File: config.mk
export PLATFORM = sky130hd
export DESIGN_NAME = average_directional_index
export DESIGN_NICKNAME = d
export VERILOG_FILES = /design/src/sv/adx_pkg.sv /design/src/sv/adx_divider.sv /design/src/sv/adx_front.sv /design/src/sv/adx_engine.sv /design/src/sv/average_directional_index.sv
export VERILOG_INCLUDE_DIRS = /design/src /design/src/sv
export SDC_FILE = /design/constraint.sdc
export NUM_CORES = 2
export LEC_CHECK = 0
export ABC_AREA = 1
export BUFFER_PORTS_ARGS = -buffer_cell sky130_fd_sc_hd__buf_4
export CAP_MARGIN = 10
export CORE_MARGIN = 4
export CORE_UTILIZATION = 59
export DETAILED_ROUTE_END_ITERATION = 8
export PLACE_DENSITY = 0.86
export SYNTH_ARGS = -nofsm -noshare
export SYNTH_HDL_FRONTEND = slang
export SYNTH_SLANG_ARGS = --single-unit
File: constraint.sdc
create_clock -name clk_i -period 9.1 [get_ports clk_i]
set_input_delay 1.365 -clock clk_i [delete_from_list [all_inputs] [get_ports clk_i]]
set_output_delay 1.365 -clock clk_i [all_outputs]
set_load 0.005 [all_outputs]
File: src/sv/average_directional_index_assert.svh
// Assertion macros for the average directional index block.
// Included by the top level; depends on nothing else.
`ifndef AVERAGE_DIRECTIONAL_INDEX_ASSERT_SVH
`define AVERAGE_DIRECTIONAL_INDEX_ASSERT_SVH

// Check that an antecedent implies a consequent in the same cycle.
`define ADX_ASSERT_SAME(lbl, clk, rstn, ante, cons) \
  lbl: assert property (@(posedge clk) disable iff (!rstn) (ante) |-> (cons)) \
    else $error("assertion failed");

// Check that an antecedent implies a consequent in the next cycle.
`define ADX_ASSERT_NEXT(lbl, clk, rstn, ante, cons) \
  lbl: assert property (@(posedge clk) disable iff (!rstn) (ante) |=> (cons)) \
    else $error("assertion failed");

`endif

File: src/sv/adx_pkg.sv
// Shared types and constants for the average directional index block.
// No dependencies.
package adx_pkg;

  localparam int unsigned PriceBits = 24;
  localparam int unsigned FracBits  = 8;
  localparam int unsigned SumBits   = 40;
  localparam int unsigned OutBits   = 15;
  localparam int unsigned AccBits   = 24;
  localparam int unsigned IdxBits   = 9;
  localparam int unsigned QuoBits   = 56;
  localparam logic [SumBits-1:0] SumMax    = '1;
  localparam logic [OutBits-1:0] FullScale = OutBits'(100 << FracBits);
  localparam logic [7:0] PeriodReset = 8'd14;
  localparam logic [0:0] RegPeriod   = 1'b0;

  typedef struct packed {
    logic                 start;
    logic [PriceBits-1:0] high;
    logic [PriceBits-1:0] low;
    logic [PriceBits-1:0] close;
  } bar_t;

  typedef struct packed {
    logic [OutBits-1:0] plus_di;
    logic [OutBits-1:0] minus_di;
    logic [OutBits-1:0] dir_index;
    logic [OutBits-1:0] avg_dir_index;
    logic               di_valid;
    logic               adx_valid;
  } res_t;

  typedef enum logic [3:0] {
    ST_IDLE, ST_MOVE, ST_DIVR, ST_DIVP, ST_DIVM, ST_SMOOTH, ST_DIP, ST_DIM,
    ST_DXS, ST_DX, ST_ADXM, ST_ADX, ST_OUT
  } eng_state_e;

endpackage

File: src/sv/adx_divider.sv
// Restoring divider, one quotient bit per cycle.
// Depends on adx_pkg.
module adx_divider (
  input  logic                             clk_i,
  input  logic                             rst_ni,
  input  logic                             start_i,
  input  logic [adx_pkg::QuoBits-1:0]      num_i,
  input  logic [adx_pkg::SumBits-1:0]      den_i,
  output logic                             done_o,
  output logic [adx_pkg::QuoBits-1:0]      quo_o
);
  localparam int unsigned CntBits = $clog2(adx_pkg::QuoBits + 1);

  logic [adx_pkg::QuoBits-1:0] quo_q, quo_d;
  logic [adx_pkg::SumBits:0]   rem_q, rem_d, trial;
  logic [adx_pkg::SumBits-1:0] den_q, den_d;
  logic [CntBits-1:0]          cnt_q, cnt_d;
  logic                        busy_q, busy_d, done_q, done_d;

  // Shift one numerator bit into the remainder and try a subtract
  always_comb begin
    quo_d = quo_q; rem_d = rem_q; den_d = den_q; cnt_d = cnt_q;
    busy_d = busy_q; done_d = 1'b0;
    trial = {rem_q[adx_pkg::SumBits-1:0], quo_q[adx_pkg::QuoBits-1]};
    if (start_i) begin
      quo_d = num_i; rem_d = '0; den_d = den_i; busy_d = 1'b1;
      cnt_d = CntBits'(adx_pkg::QuoBits);
    end else if (busy_q) begin
      quo_d = {quo_q[adx_pkg::QuoBits-2:0], 1'b0};
      if (trial >= {1'b0, den_q}) begin
        rem_d = trial - {1'b0, den_q};
        quo_d[0] = 1'b1;
      end else begin
        rem_d = trial;
      end
      cnt_d = cnt_q - 1'b1;
      if (cnt_q == CntBits'(1)) begin
        busy_d = 1'b0; done_d = 1'b1;
      end
    end
  end

  always_ff @(posedge clk_i or negedge rst_ni) begin
    if (!rst_ni) begin
      busy_q <= 1'b0; done_q <= 1'b0; cnt_q <= '0;
    end else begin
      busy_q <= busy_d; done_q <= done_d; cnt_q <= cnt_d;
    end
  end

  always_ff @(posedge clk_i) begin
    quo_q <= quo_d; rem_q <= rem_d; den_q <= den_d;
  end

  assign done_o = done_q;
  assign quo_o  = (den_q == '0) ? '0 : quo_q;
endmodule

File: src/sv/adx_front.sv
// Front end: a two-entry bar queue.
// Depends on adx_pkg.
module adx_front (
  input  logic               clk_i,
  input  logic               rst_ni,
  input  logic               in_valid_i,
  output logic               in_ready_o,
  input  adx_pkg::bar_t      in_bar_i,
  output logic               q_valid_o,
  input  logic               q_pop_i,
  output adx_pkg::bar_t      q_bar_o
);
  adx_pkg::bar_t mem_q [2];
  logic          wp_q, rp_q;
  logic [1:0]    cnt_q;
  logic          push;

  assign in_ready_o = (cnt_q != 2'd2);
  assign push       = in_valid_i && in_ready_o;
  assign q_valid_o  = (cnt_q != 2'd0);
  assign q_bar_o    = mem_q[rp_q];

  // Advance pointers and occupancy
  always_ff @(posedge clk_i or negedge rst_ni) begin
    if (!rst_ni) begin
      wp_q <= 1'b0; rp_q <= 1'b0; cnt_q <= 2'd0;
    end else begin
      if (push) wp_q <= ~wp_q;
      if (q_pop_i) rp_q <= ~rp_q;
      cnt_q <= cnt_q + {1'b0, push} - {1'b0, q_pop_i};
    end
  end

  always_ff @(posedge clk_i) begin
    if (push) mem_q[wp_q] <= in_bar_i;
  end
endmodule

File: src/sv/adx_engine.sv
// Back end: sequencer computing Wilder sums, DI, DX and ADX for one bar.
// Depends on adx_pkg and adx_divider.
module adx_engine (
  input  logic                clk_i,
  input  logic                rst_ni,
  input  logic [7:0]          period_i,
  input  logic                q_valid_i,
  output logic                q_pop_o,
  input  adx_pkg::bar_t       q_bar_i,
  output logic                res_valid_o,
  input  logic                res_ready_i,
  output adx_pkg::res_t       res_o
);
  localparam int unsigned SB = adx_pkg::SumBits;
  localparam int unsigned PB = adx_pkg::PriceBits;
  localparam int unsigned QB = adx_pkg::QuoBits;
  localparam int unsigned OB = adx_pkg::OutBits;
  localparam int unsigned AB = adx_pkg::AccBits;

  adx_pkg::eng_state_e state_q, state_d;
  adx_pkg::bar_t       bar_q;
  logic [PB-1:0] ph_q, pl_q, pc_q;
  logic [adx_pkg::IdxBits-1:0] idx_q;
  logic [SB-1:0] rs_q, ps_q, ms_q;
  logic [AB-1:0] acc_q;
  logic [PB-1:0] tr_q, pdm_q, mdm_q;
  logic [SB-1:0] qr_q, qp_q, qm_q;
  logic [OB-1:0] pdi_q, mdi_q, dx_q;
  logic [QB-1:0] prod_q;
  adx_pkg::res_t res_q;
  logic          res_v_q;

  logic [8:0]    n, n2, cur;
  logic          div_start, div_done;
  logic [QB-1:0] div_num, div_quo;
  logic [SB-1:0] div_den;
  logic [PB-1:0] tr, t2, t3, up, dn;
  logic [SB:0]   rsum, psum, msum;
  logic [OB-1:0] sat_q;
  logic [AB:0]   acc_add;

  assign n   = (period_i < 8'd2) ? 9'd2 : {1'b0, period_i};
  assign n2  = {n[7:0], 1'b0};
  assign cur = (idx_q > n2) ? n2 : idx_q;

  adx_divider u_div (
    .clk_i, .rst_ni, .start_i(div_start), .num_i(div_num), .den_i(div_den),
    .done_o(div_done), .quo_o(div_quo)
  );

  // Move terms from the current and previous bar
  always_comb begin
    tr = (bar_q.high >= bar_q.low) ? bar_q.high - bar_q.low : '0;
    t2 = (bar_q.high >= pc_q) ? bar_q.high - pc_q : pc_q - bar_q.high;
    t3 = (bar_q.low >= pc_q) ? bar_q.low - pc_q : pc_q - bar_q.low;
    if (t2 > tr) tr = t2;
    if (t3 > tr) tr = t3;
    up = (bar_q.high > ph_q) ? bar_q.high - ph_q : '0;
    dn = (pl_q > bar_q.low) ? pl_q - bar_q.low : '0;
  end

  // Saturate a quotient to full scale
  assign sat_q   = (div_quo > QB'(adx_pkg::FullScale)) ? adx_pkg::FullScale
                                                         : div_quo[OB-1:0];
  assign acc_add = {1'b0, acc_q} + (AB+1)'(dx_q);

  // Smoothed or seeded sums
  always_comb begin
    if (cur <= n) begin
      rsum = {1'b0, rs_q} + (SB+1)'(tr_q);
      psum = {1'b0, ps_q} + (SB+1)'(pdm_q);
      msum = {1'b0, ms_q} + (SB+1)'(mdm_q);
    end else begin
      rsum = {1'b0, rs_q - qr_q} + (SB+1)'(tr_q);
      psum = {1'b0, ps_q - qp_q} + (SB+1)'(pdm_q);
      msum = {1'b0, ms_q - qm_q} + (SB+1)'(mdm_q);
    end
  end

  // Next state
  always_comb begin
    state_d = state_q;
    case (state_q)
      adx_pkg::ST_IDLE:   if (q_valid_i && !res_v_q) state_d = adx_pkg::ST_MOVE;
      adx_pkg::ST_MOVE:   state_d = (cur == '0) ? adx_pkg::ST_OUT
                                  : (cur <= n) ? adx_pkg::ST_SMOOTH : adx_pkg::ST_DIVR;
      adx_pkg::ST_DIVR:   if (div_done) state_d = adx_pkg::ST_DIVP;
      adx_pkg::ST_DIVP:   if (div_done) state_d = adx_pkg::ST_DIVM;
      adx_pkg::ST_DIVM:   if (div_done) state_d = adx_pkg::ST_SMOOTH;
      adx_pkg::ST_SMOOTH: state_d = (cur >= n) ? adx_pkg::ST_DIP : adx_pkg::ST_OUT;
      adx_pkg::ST_DIP:    if (div_done) state_d = adx_pkg::ST_DIM;
      adx_pkg::ST_DIM:    if (div_done) state_d = adx_pkg::ST_DXS;
      adx_pkg::ST_DXS:    state_d = adx_pkg::ST_DX;
      adx_pkg::ST_DX:     if (div_done) state_d = (cur < n2 - 9'd1) ? adx_pkg::ST_OUT
                                                                    : adx_pkg::ST_ADXM;
      adx_pkg::ST_ADXM:   state_d = adx_pkg::ST_ADX;
      adx_pkg::ST_ADX:    if (div_done) state_d = adx_pkg::ST_OUT;
      adx_pkg::ST_OUT:    state_d = adx_pkg::ST_IDLE;
      default:            state_d = adx_pkg::ST_IDLE;
    endcase
  end

  // Divider operands and start pulses
  always_comb begin
    div_start = 1'b0; div_num = '0; div_den = '0;
    case (state_q)
      adx_pkg::ST_MOVE: begin
        div_start = (cur > n); div_num = QB'(rs_q); div_den = SB'(n);
      end
      adx_pkg::ST_DIVR: begin
        div_start = div_done; div_num = QB'(ps_q); div_den = SB'(n);
      end
      adx_pkg::ST_DIVP: begin
        div_start = div_done; div_num = QB'(ms_q); div_den = SB'(n);
      end
      adx_pkg::ST_SMOOTH: begin
        div_start = (cur >= n);
        div_num = (psum[SB] ? QB'(adx_pkg::SumMax) : QB'(psum[SB-1:0]))
                  * QB'(adx_pkg::FullScale);
        div_den = rsum[SB] ? adx_pkg::SumMax : rsum[SB-1:0];
      end
      adx_pkg::ST_DIP: begin
        div_start = div_done; div_num = QB'(ms_q) * QB'(adx_pkg::FullScale);
        div_den = rs_q;
      end
      adx_pkg::ST_DXS: begin
        div_start = 1'b1; div_num = prod_q;
        div_den = SB'(pdi_q) + SB'(mdi_q);
      end
      adx_pkg::ST_ADXM: begin
        div_start = 1'b1;
        // Mean of the seed DX sum, or the running ADX update
        if (cur == n2 - 9'd1) div_num = QB'(acc_add[AB-1:0]);
        else div_num = QB'(acc_q) * QB'(n - 9'd1) + QB'(dx_q);
        div_den = SB'(n);
      end
      default: ;
    endcase
  end

  assign q_pop_o     = (state_q == adx_pkg::ST_IDLE) && q_valid_i && !res_v_q;
  assign res_valid_o = res_v_q;
  assign res_o       = res_q;

  always_ff @(posedge clk_i or negedge rst_ni) begin
    if (!rst_ni) begin
      state_q <= adx_pkg::ST_IDLE;
      res_v_q <= 1'b0;
      idx_q <= '0; rs_q <= '0; ps_q <= '0; ms_q <= '0; acc_q <= '0;
      ph_q <= '0; pl_q <= '0; pc_q <= '0;
    end else begin
      state_q <= state_d;
      if (res_v_q && res_ready_i) res_v_q <= 1'b0;
      case (state_q)
        adx_pkg::ST_IDLE: if (q_pop_o && q_bar_i.start) begin
          idx_q <= '0; rs_q <= '0; ps_q <= '0; ms_q <= '0; acc_q <= '0;
          ph_q <= '0; pl_q <= '0; pc_q <= '0;
        end
        adx_pkg::ST_SMOOTH: begin
          rs_q <= rsum[SB] ? adx_pkg::SumMax : rsum[SB-1:0];
          ps_q <= psum[SB] ? adx_pkg::SumMax : psum[SB-1:0];
          ms_q <= msum[SB] ? adx_pkg::SumMax : msum[SB-1:0];
        end
        adx_pkg::ST_DX: if (div_done) begin
          if (cur < n2 - 9'd1) acc_q <= acc_q + AB'(sat_q);
        end
        adx_pkg::ST_ADX: if (div_done) acc_q <= AB'(sat_q);
        adx_pkg::ST_OUT: begin
          res_v_q <= 1'b1;
          ph_q <= bar_q.high; pl_q <= bar_q.low; pc_q <= bar_q.close;
          idx_q <= (cur + 9'd1 > n2) ? n2 : cur + 9'd1;
        end
        default: ;
      endcase
    end
  end

  // Datapath registers
  always_ff @(posedge clk_i) begin
    case (state_q)
      adx_pkg::ST_IDLE: if (q_pop_o) bar_q <= q_bar_i;
      adx_pkg::ST_MOVE: begin
        tr_q  <= tr;
        pdm_q <= (up != '0 && up > dn) ? up : '0;
        mdm_q <= (dn != '0 && dn > up) ? dn : '0;
        res_q <= '0;
      end
      adx_pkg::ST_DIVR: if (div_done) qr_q <= div_quo[SB-1:0];
      adx_pkg::ST_DIVP: if (div_done) qp_q <= div_quo[SB-1:0];
      adx_pkg::ST_DIVM: if (div_done) qm_q <= div_quo[SB-1:0];
      adx_pkg::ST_DIP:  if (div_done) pdi_q <= sat_q;
      adx_pkg::ST_DIM:  if (div_done) begin
        mdi_q <= sat_q;
        prod_q <= QB'((pdi_q >= sat_q) ? pdi_q - sat_q : sat_q - pdi_q)
                  * QB'(adx_pkg::FullScale);
      end
      adx_pkg::ST_DX: if (div_done) begin
        dx_q <= sat_q;
        res_q.plus_di <= pdi_q; res_q.minus_di <= mdi_q;
        res_q.dir_index <= sat_q; res_q.di_valid <= 1'b1;
      end
      adx_pkg::ST_ADXM: res_q.adx_valid <= 1'b1;
      adx_pkg::ST_ADX: if (div_done) res_q.avg_dir_index <= sat_q;
      default: ;
    endcase
  end
endmodule

File: src/sv/average_directional_index.sv
// Top level of the average directional index block: APB register, front queue, engine.
// Depends on adx_pkg, adx_front, adx_engine and the assertion header.
//
//  channel  | direction | handshake
//  s_axis   | in        | s_axis_tvalid/tready, tuser = start_series
//  m_axis   | out       | m_axis_tvalid/tready
//  apb      | in        | psel/penable/pwrite, period_length at 0x0
//
// The work per bar is set by the runs of the shared divider: three sum divisions by
// N, two DI ratios, DX and ADX. Bar zero and the early seeding bars skip the divider,
// and the engine takes no new bar until the result transfer is done. Reset clears
// all running state. A held result stalls the engine; the two-entry queue keeps
// taking bars until it is full.
`include "average_directional_index_assert.svh"
module average_directional_index (
  input  logic        clk_i,
  input  logic        rst_ni,
  input  logic        s_axis_tvalid,
  output logic        s_axis_tready,
  input  logic [71:0] s_axis_tdata,   // bar_high, bar_low, bar_close
  input  logic        s_axis_tuser,   // start_series
  output logic        m_axis_tvalid,
  input  logic        m_axis_tready,
  output logic [63:0] m_axis_tdata,   // plus_di, minus_di, dir_index, avg_dir_index,
                                      // di_valid, adx_valid, zero fill
  input  logic        psel,
  input  logic        penable,
  input  logic        pwrite,
  input  logic [1:0]  paddr,
  input  logic [31:0] pwdata,
  output logic [31:0] prdata,
  output logic        pready
);
  logic [7:0]     period_q;
  adx_pkg::bar_t  in_bar, q_bar;
  adx_pkg::res_t  res;
  logic           q_valid, q_pop;

  assign pready = 1'b1;
  assign prdata = (paddr[1] == adx_pkg::RegPeriod) ? {24'd0, period_q} : '0;

  // Hold the period register
  always_ff @(posedge clk_i or negedge rst_ni) begin
    if (!rst_ni) period_q <= adx_pkg::PeriodReset;
    else if (psel && penable && pwrite && paddr[1] == adx_pkg::RegPeriod)
      period_q <= pwdata[7:0];
  end

  assign in_bar = '{start: s_axis_tuser, high: s_axis_tdata[23:0],
                    low: s_axis_tdata[47:24], close: s_axis_tdata[71:48]};

  adx_front u_front (
    .clk_i, .rst_ni, .in_valid_i(s_axis_tvalid), .in_ready_o(s_axis_tready),
    .in_bar_i(in_bar), .q_valid_o(q_valid), .q_pop_i(q_pop), .q_bar_o(q_bar)
  );

  adx_engine u_engine (
    .clk_i, .rst_ni, .period_i(period_q), .q_valid_i(q_valid), .q_pop_o(q_pop),
    .q_bar_i(q_bar), .res_valid_o(m_axis_tvalid), .res_ready_i(m_axis_tready),
    .res_o(res)
  );

  assign m_axis_tdata = {2'b00, res.adx_valid, res.di_valid, res.avg_dir_index,
                         res.dir_index, res.minus_di, res.plus_di};

  `ADX_ASSERT_SAME(a_adx_needs_di, clk_i, rst_ni, m_axis_tvalid && res.adx_valid, res.di_valid)
  `ADX_ASSERT_NEXT(a_out_holds, clk_i, rst_ni, m_axis_tvalid && !m_axis_tready, m_axis_tvalid)
  `ADX_ASSERT_SAME(a_pop_only_valid, clk_i, rst_ni, q_pop, q_valid)
endmodule
# Yosys cells after proc, flatten, opt, wreduce, memory -nomap -nowiden
# Memories as Yosys holds them, arrays and structs flattened.
# Index checks and enable logic that the tools add are counted.
[classes]
n_addsub = 29
mul = 4
order_cmp = 19
eq_ne = 25
n_mux = 75
bitwise = 3
reduce_logical = 42
[op_table]
columns = ["op", "n"]
rows = [
  ["one-hot mux 56 bit (7 select lines)", 1],
  ["2-to-1 mux 56 bit", 5],
  ["2-to-1 mux 24 bit", 11],
  ["adder 40 x 24 -> 41 bit", 6],
  ["2-to-1 mux 40 bit", 6],
  ["one-hot mux 40 bit (2 select lines)", 3],
  ["subtractor 24 bit", 7],
  ["one-hot mux 40 bit (4 select lines)", 1],
  ["subtractor 40 bit", 4],
  ["> comparator 24 bit", 6],
  ["one-hot mux 24 bit (2 select lines)", 3],
  ["2-to-1 mux 41 bit", 3],
  ["multiplier 56 x 5 -> 46 bit, second input constant", 2],
  ["one-hot mux 45 bit (2 select lines)", 1],
  [">= comparator 24 bit", 3],
  ["one-hot mux 24 bit (3 select lines)", 1],
  ["adder 56 x 15 -> 56 bit", 1],
  ["> comparator 56 x 15 -> 1 bit, second input constant", 1],
  ["multiplier 24 x 56 -> 56 bit", 1],
  ["adder 24 x 15 -> 24 bit", 2],
  ["one-hot mux 4 bit (12 select lines)", 1],
  ["nonzero test 24 bit", 2],
  ["multiplier 40 x 5 -> 45 bit, second input constant", 1],
  ["2-to-1 mux 45 bit", 1],
  ["48 further kinds", 124],
]
[word_totals]
register_bits = 803
ram_bits = 146
output_inout_bits = 99
word_cells = 237
n_memories = 1
[mem_list]
columns = ["memory", "words", "width", "read_ports", "rd_clocked_by_memory_dff", "wr", "line_no", "text"]
rows = [
  ["u_front.mem_q", 2, 73, 1, 0, 1, "adx_front.sv:13", "adx_pkg::bar_t mem_q [2];"],
]

# Longest topological paths before layout
[depth]
depth_word = 10
depth_mapped = 69

# Cells and area by module
# From an unflattened synthesis, not the netlist that was laid out.
[unflattened]
cells_unflattened = 12300
area_unflattened_um2 = 90933.5
[modules_own_cells]
columns = ["module", "instances", "cells_per_inst", "area_each_um2"]
rows = [
  ["adx_engine", 1, 10577, 74993.2],
  ["adx_divider", 1, 1386, 9590.4],
  ["adx_front", 1, 254, 5721.7],
  ["average_directional_index", 1, 83, 628.1],
]

# Worst setup path after synthesis
# OpenSTA, ideal clock, no wires.
[synth_timing]
path_type = "reg-to-reg"
startpoint = "reg period_q[6]"
endpoint = "reg u_engine.u_div.quo_q[49] (netlist bit) (data pin)"
arrival_time_ns = 9.278
slack_ns = -0.433
path_stages_with_launch = 60
path_buffers = 6
path_cell_list = "dfrtp_1 > nor2_1 > nand2_1 > nor4_1 > nor2_1 > clkbuf_1 > ha_1 > nand3b_1 > nand2_1 > nand2_1 > nand2_2 > nand2_1 > buf_2 > o21ai_1 > ha_1 > nand2_1 > nor2_1 > nand2_1 > (+24 left out) > inv_1 > nand2_1 > ha_1 > ha_1 > fa_1 > ha_1 > a21oi_1 > o21a_1 > o21ai_0 > a21oi_1 > nand2_1 > nand2_1 > nand2_1 > or2_2 > nand3_1 > nand3_1 > nand2_1 > nand2_1"
[synth_via]
elab_chain_cells = 10
[synth_lines]
columns = ["element", "line_no", "text"]
rows = [
  ["from (decl)", "average_directional_index.sv:34", "logic [7:0] period_q;"],
  ["from (signal assigned)", "average_directional_index.sv:44", "if (!rst_ni) period_q <= adx_pkg::PeriodReset;"],
  ["from (signal assigned)", "average_directional_index.sv:46", "period_q <= pwdata[7:0];"],
  ["< comparator 8 x 2 -> 1 bit", "adx_engine.sv:42", "assign n = (period_i < 8'd2) ? 9'd2 : {1'b0, period_i};"],
  ["2-to-1 mux 8 bit *", "adx_engine.sv:42", ""],
  ["parallel branches: the longest is 7 deep, another holds multiplier 24 x 56 -> 56 bit", "n/a", ""],
  ["2-to-1 mux 56 bit *", "adx_divider.sv:25", "if (start_i) begin"],
  ["named net u_engine.u_div.quo_d, one bit", "adx_divider.sv:14", "logic [adx_pkg::QuoBits-1:0] quo_q, quo_d;"],
  ["to (signal assigned)", "adx_divider.sv:52", "quo_q <= quo_d; rem_q <= rem_d; den_q <= den_d;"],
  ["to (decl)", "adx_divider.sv:14", ""],
]
# Mark *: on every way through the listed nets, which the timed path passes.
# A chain may end at the register's enable or synchronous reset.

# Final worst setup path
[layout_timing]
startpoint = "reg period_q[3]"
endpoint = "reg u_engine.u_div.quo_q[32] (netlist bit) (data pin)"
# The elaborated chain is that of the path after synthesis.

==> flow_summary.toml <==
[run_status]
status = "completed"

[die]
die_y_um = 406
start_util_pct = 59.7
core_mm2 = 0.157
rows = 145
dieWidth_um = 406
dieArea_mm2 = 0.165
io_pins = 213

[setup_path]
slowest_stage = "ha_1"
crit_type = "flip-flop to flip-flop"
endpoint_kind = "flip-flop"
crit_arrival_ps = 9620
worstSetupStartpointType = "flip-flop"
cp_max_fo = 13
crit_top_cell = "fa_1"
slowest_delay_ps = 600
cp.required_ps = 9740

[placement]
numPortBuffers = 160
hpwl_um = 303000
gp_congestion = 1.13

[timing]
finalHoldWorstSlack_ps = 465
rsz0062_at_grt = "yes"
drv_slew = 0
fmax_mhz = 111
worst_slew_pin_slew_ps = 1410
skew_ps = 73.4
fin_crit_sh_pct = 98.7
min_period_ps = 8980
relSlewSlack_pct = 4.33
setup_violations = 0
finalHoldViolCount = 0

[global_routing]
gr-total-overflow = 0
grt_pass1_wl_um = 546000
grt.total_usage_pct = 44.4
grt_pass1_vias = 88100
antenna_found_initial = 19
grt_max_degree = 87

[clock_tree]
cts_tree = "yes"
cts_hold_buf = 0
cts_sinks = 949
path_clk_slew_ps = 70
clk_latency_ps = 810
clock_path_buffers = 3
htreeDepth = 3
cts_made_buffers = 106
root_buffer = "clkbuf_16"

[logic_synthesis]
netlist.area_leader.share_pct = 21.1
syn_area_per_cell_um2 = 7.62
async_reset_ff_share_pct = 26.3
synth.distinct_cells = 72
synth.ff_latch_count = 949
syn_area_mm2 = 0.0936
yosys.area.top_type = "edfxtp_1"
syn_inst = 12300
ys_seq_area_share_pct = 28.7
synthTopCellsByArea = "edfxtp_1, ha_1, nand2_1, fa_1, inv_1"
yosys_warnings = 0
synth-edff-count = 659
synth_top_flop_cell = "edfxtp_1"

[route]
viasPerCell = 6.10
wl_per_cell_um = 25.0
vias = 91900
drc = 0
drt_wl_total_um = 377000
drtPass1Iterations = 9
drtAntennaViolNets = 0
drt-initial-drc-count = 11600

[final_layout]
drive_gt1_share_pct = 10.6
area_growth_syn_to_layout_pct = 13.2
nets = 14400
fillCellCount = 12900

[job]
maxCapViolCount = 0

[worst_hold_path]
hp-class = "flip-flop to flip-flop"
[cell usage in the layout (no fill, tap or decap), drive strengths merged, types with 75 or more instances in the layout]
| master | count |
|---|---|
| o21ai | 891 |
| fa | 438 |
| buf | 700 |
| nand3 | 499 |
| xor2 | 185 |
| edfxtp | 659 |
| nor3 | 99 |
| nand4 | 109 |
| nor2 | 1116 |
| or2 | 83 |
| a21oi | 876 |
| dfrtp | 247 |
| xnor2 | 161 |
| inv | 2089 |
| ha | 989 |
| nand2 | 2855 |
| conb | 75 |
| clkbuf | 138 |
[cell type report]
| class | count | area, µm² | area share, % |
|---|---|---|---|
| Multi-Input combinational cell | 9046 | 59500 | 56.1 |
| Sequential cell | 949 | 26900 | 25.3 |
| Inverter | 2089 | 7860 | 7.42 |
| Timing Repair Buffer | 703 | 5510 | 5.20 |
| Clock buffer | 135 | 2900 | 2.73 |
| Tap cell | 2058 | 2570 | 2.43 |
| Clock inverter | 64 | 748 | 0.706 |
| Antenna cell | 20 | 50.0 | 0.0472 |
[state kept, by name, indices dropped and copies added (netlist names), 40 cells and up]
register	count
u_engine.bar_q	72
u_engine.ms_q	40
u_engine.prod_q	46
u_engine.ps_q	40
u_engine.qm_q	40
u_engine.qp_q	40
u_engine.qr_q	40
u_engine.res_o	62
u_engine.rs_q	40
u_engine.u_div.den_q	40
u_engine.u_div.quo_q	56
u_engine.u_div.rem_q	40
u_front.mem_q	146
[layer usage]
| layer | up-vias | wire length [µm] | global-route usage, % |
|---|---|---|---|
| li1 | 41400 | - | - |
| met1 | 43200 | 139000 | 55.8 |
| met2 | 5774 | 159000 | 66.8 |
| met3 | 1522 | 42700 | 10.8 |
| met4 | 10 | 36300 | 32.7 |
| met5 | - | 66 | 0 |
[path summary, 6_finish.rpt]
path / from / end / slack, ps / depth (start not counted)
worst max-delay path: period_q[3] / u_engine.u_div.quo_q[32] / 120 / 37
worst min-delay path: u_engine.bar_q[2] / u_engine.pc_q[2] / 470 / 2
worst max register to register: period_q[3] / u_engine.u_div.quo_q[32] / 120 / 37
worst min register to register: u_engine.bar_q[2] / u_engine.pc_q[2] / 470 / 2
max in group asynchronous: rst_ni / u_front.rp_q / 6990 / 2
min in group asynchronous: rst_ni / u_engine.ms_q[37] / 510 / 1
[per-stage QoR]
stage	utilization, %	cells	area, µm²	setup WS, ps	setup TNS [ps]
after floorplan	-	12400	93900	16.1	0
final	67.5	15100	106000	120	0
after detailed placement	64.0	14800	100000	-212	-1400
after global routing	67.5	15000	106000	-374	-8650
after CTS	66.3	15000	104000	25.4	0
after global placement	64.0	14800	100000	-156	-708
[synth_stat cells (38+ instances only)]
| master | count |
|---|---|
| a21o_1 | 67 |
| a21oi_1 | 871 |
| a221oi_1 | 42 |
| a31oi_1 | 73 |
| clkbuf_1 | 191 |
| dfrtp_1 | 247 |
| dfxtp_1 | 40 |
| edfxtp_1 | 659 |
| fa_1 | 438 |
| ha_1 | 989 |
| inv_1 | 2059 |
| mux2_2 | 73 |
| nand2_1 | 2839 |
| nand3_1 | 479 |
| nand3b_1 | 40 |
| nand4_1 | 108 |
| nor2_1 | 1098 |
| nor3_1 | 97 |
| nor4_1 | 42 |
| o21a_1 | 38 |
| o21ai_0 | 800 |
| o21ai_1 | 90 |
| o21bai_1 | 51 |
| o22ai_1 | 58 |
| or2_2 | 81 |
| xnor2_1 | 161 |
| xor2_1 | 185 |
[what timing repair did]
| item | in CTS | in global routing |
|---|---|---|
| gates cloned | 0 | 4 |
| setup buffers | 0 | 33 |
| pin swaps | 3 | 44 |
| endpoints found under the setup margin | 27 | 41 |
| resized for setup | 22 | 333 |
[kinds of logic after synthesis]
family,count (synthesis),share of synthesized area [%]
xor+xnor,346,3.24
fa+ha+maj,1427,22.6
flops,949,28.7
simple gates,4861,21.4
mux,85,1.01
other cells,2,0.00802
compound gates,2251,13.3
buf+inv,2367,9.76
[critical path, delay by kind of cell (launching register included)]
| family | cells | cell delay [ps] |
|---|---|---|
| compound gates | 3 | 770 |
| fa+ha+maj | 9 | 4200 |
| buf+inv | 9 | 1130 |
| flops | 1 | 540 |
| simple gates | 16 | 2180 |
Power is left out: the tool's default activity adds up to more than one toggle a clock period on the data nets, which glitch-free logic cannot reach.
